===== src/rtl/drc_ram.sv =====
module drc_ram #(
	parameter int WIDTH = 36,
	parameter int DEPTH = 64
) (
	input  logic                     clk,
	input  logic                     wr_en,
	input  logic [$clog2(DEPTH)-1:0] wr_addr,
	input  logic [WIDTH-1:0]         wr_data,
	input  logic                     rd_en,
	input  logic [$clog2(DEPTH)-1:0] rd_addr,
	output logic [WIDTH-1:0]         rd_data
);

	logic [WIDTH-1:0] mem [DEPTH];

	always_ff @(posedge clk) begin
		if (wr_en) begin
			mem[wr_addr] <= wr_data;
		end
		if (rd_en) begin
			rd_data <= mem[rd_addr];
		end
	end

endmodule


===== config.mk =====
export PLATFORM = sky130hd
export DESIGN_NAME = drc_ram
export DESIGN_NICKNAME = d
export VERILOG_FILES = /design/src/rtl/drc_ram.sv
export SDC_FILE = /design/constraint.sdc
export NUM_CORES = 2
export LEC_CHECK = 0
export ABC_AREA = 0
export BUFFER_PORTS_ARGS = -buffer_cell sky130_fd_sc_hd__buf_2
export CAP_MARGIN = 40
export CORE_ASPECT_RATIO = 2
export CORE_MARGIN = 2
export CORE_UTILIZATION = 50
export CTS_BUF_LIST = sky130_fd_sc_hd__clkbuf_4
export CTS_CLUSTER_DIAMETER = 30
export DETAILED_ROUTE_END_ITERATION = 8
export HOLD_SLACK_MARGIN = 0.08
export PLACE_DENSITY_LB_ADDON = 0.1
export SYNTH_ARGS = -nofsm -noshare
export SYNTH_HDL_FRONTEND = slang
export SYNTH_SLANG_ARGS = --single-unit

===== constraint.sdc =====
create_clock -name clk -period 4.02 [get_ports clk]
set_input_delay 0.603 -clock clk [delete_from_list [all_inputs] [get_ports clk]]
set_output_delay 0.603 -clock clk [all_outputs]
set_load 0.01 [all_outputs]

==> impl_metrics.toml <==
[cells_and_area]
num-nets-final = 4589
final_common_cell = "edfxtp_1"
drive_gt1_share_pct = 37.8
multi_input_area_um2 = 17500
syn_to_final_growth_pct = 14.8
mostFrequentLayoutCells = "2340 x edfxtp_1, 768 x clkbuf_4, 556 x mux4_2"
fill_cells = 13100
final_cells = 7219
design_area_um2 = 101000
register_area_um2 = 70300

[route]
vias = 45000
remaining_drc_errors = 0
first_iter_violations = 4387
ant_nets = 0
detail_route.wl_per_cell_um = 35.2
routed_wl_mm = 254
firstDrtPassIters = 5
vias_per_cell = 6.24

[logic_synthesis]
synth_top_area_share_pct = 79.5
ys_ff_latch = 2340
synth_ff_type = "edfxtp_1"
avgSynthCellArea_um2 = 23.4
postSynthCellCount = 3780
synth-edff-count = 2340
synth_nets = 3831
netlist_top_cells_area = "edfxtp_1 80%, mux4_2 14%, o22ai_1 0.87%, mux2i_1 0.80%, a22oi_1 0.65%"
async_flop_share_pct = 0
synthDistinctLibCells = 36
yosysWarnings = 0
seq_area_frac_synth_pct = 79.5
synth_area_um2 = 88300
yosysTopAreaCell = "edfxtp_1"

[cts]
clk_latency_ns = 1.21
htreeDepth = 6
clk_path_buf_depth = 4
cts_buffers = 524
cts_setup_buffers = 0
clock-sinks = 2340
cts_hold_buf = 42
root_buffer = "clkbuf_4"
cts_resized = 0
tritoncts = "yes"
clkTransAtPathRegs_ns = 0.08

[timing]
period_minus_slack_ns = 2.65
setup_slack_ns = 1.37
setup_viol = 0
hold_violations = 0
setup_tns_ns = 0
maxSlewViolCount = 0
finalCritPeriodShare_pct = 65.8
finClkSkew_ns = 0.0661
maxClockFrequency_mhz = 378
slew_headroom_pct = 40.2
tightest_slew_ns = 0.894
rsz0062_at_grt = "false"

[setup_path]
required_ns = 3.42
worstPathArrival_ns = 2.04
end_kind = "primary output"
max_stage_delay_ns = 0.62
cp_max_fo = 1
critical-path-top-delay-family = "flip-flops"
crit_path_top_delay_cell = "edfxtp_1"
crit_path_cell_trace = "buf_2"
rrSetupSlack_ns = 1.79
critical_path_buf_inv_count = 1
path_class = "flop to primary output"
cp-start-kind = "flop"

[floorplanning]
fp.dieW_um = 301
num_rows = 218
die_h_um = 598
io_pins = 87
initial_core_util_pct = 50.2
core_area_um2 = 176000
die-area_um2 = 180000

[min_path]
hold_path.class = "input pin to flop"

[global_route]
grt_max_degree = 77
grt_use_total_pct = 28.5
globalRouteOverflowTotal = 0
antenna_found_initial = 19
grt_pass1_wl_mm = 353
grt_pass1_vias = 48000

[flow_run]
cap_violations = 0

[pwr]
power.total_mw = 47.9
p_per_area_nw_per_um2 = 472
p_leak_nw = 32.3
vdd_ir_drop_max_uv = 322

[placement]
portBuffers = 86
gp_congestion = 0.793
place_ws_ns = 0.554
dp.final_hpwl_mm = 154
post_dp_cell_area_um2 = 94600
dp.cells = 6280

[run_status]
status = "finished, final reports clean"
==> routing by layer <==
layer | wire, um | part of all wire [%] | GRT usage (%) | up-vias
met5 | 70 | 0.028 | 0 | -
met4 | 11100 | 4.4 | 12.8 | 10
met3 | 15700 | 6.2 | 4.11 | 568
met2 | 140000 | 55 | 52.1 | 1952
met1 | 86800 | 34 | 33.2 | 24300
li1 | - | - | - | 18200
==> registers in the layout, indices dropped and copies added (netlist names) <==
signal / flops
mem: 2304
rd_data: 36
==> final timing paths <==
kind | from | end | cells past startpoint
max | rd_data[19] | rd_data[19] | 1
min | wr_addr[1] | mem[48][2] | 3
max reg2reg | mem[22][16] | rd_data[16] | 6
min reg2reg | mem[58][3] | rd_data[3] | 4
==> synth_stat cells (10+ instances only) <==
master / instances
nor2b_1: 36
o221ai_1: 34
buf_1: 22
nand2_1: 28
buf_2: 49
o22a_1: 23
buf_4: 42
nand3_1: 45
edfxtp_1: 2340
mux4_2: 556
buf_6: 10
nand2b_1: 11
a22oi_1: 76
clkbuf_1: 89
a211oi_1: 42
nor2_1: 101
nor4_1: 26
mux2i_1: 71
o22ai_1: 123
==> layout make-up <==
class                           count  share of cell area (%)
Multi-Input combinational cell   1228                    17.2
Tap cell                         2310                    2.85
Antenna cell                       13                  0.0321
Clock inverter                    116                   0.629
Clock buffer                      768                    5.68
Sequential cell                  2340                    69.3
Timing Repair Buffer              444                    4.30
==> per-stage QoR <==
step	hold WS (ns)	util, %
floorplan	0.702	-
global placement	0.900	53.3
detailed placement	0.912	53.8
CTS	0.110	57.6
global route	0.177	57.6
finish	0.207	57.7
==> power by group <==
| part | leakage (nW) | internal [mW] | switching (mW) |
|---|---|---|---|
| combinational | 7.39 | 1.03 | 1.61 |
| sequential | 21.1 | 27.0 | 0.115 |
| clock | 3.86 | 9.13 | 8.99 |
==> cells by family (layout without fill, tap and decap cells) <==
| family | count (synthesis) | count (layout) | synth area share (%) |
|---|---|---|---|
| flops | 2340 | 2340 | 79.5 |
| mux | 634 | 634 | 15.1 |
| compound gates | 316 | 316 | 2.59 |
| simple gates | 278 | 278 | 1.56 |
| buf+inv | 212 | 1328 | 1.23 |
| other cells | 0 | 13 | 0 |
Power figures use the tool's default switching activity.
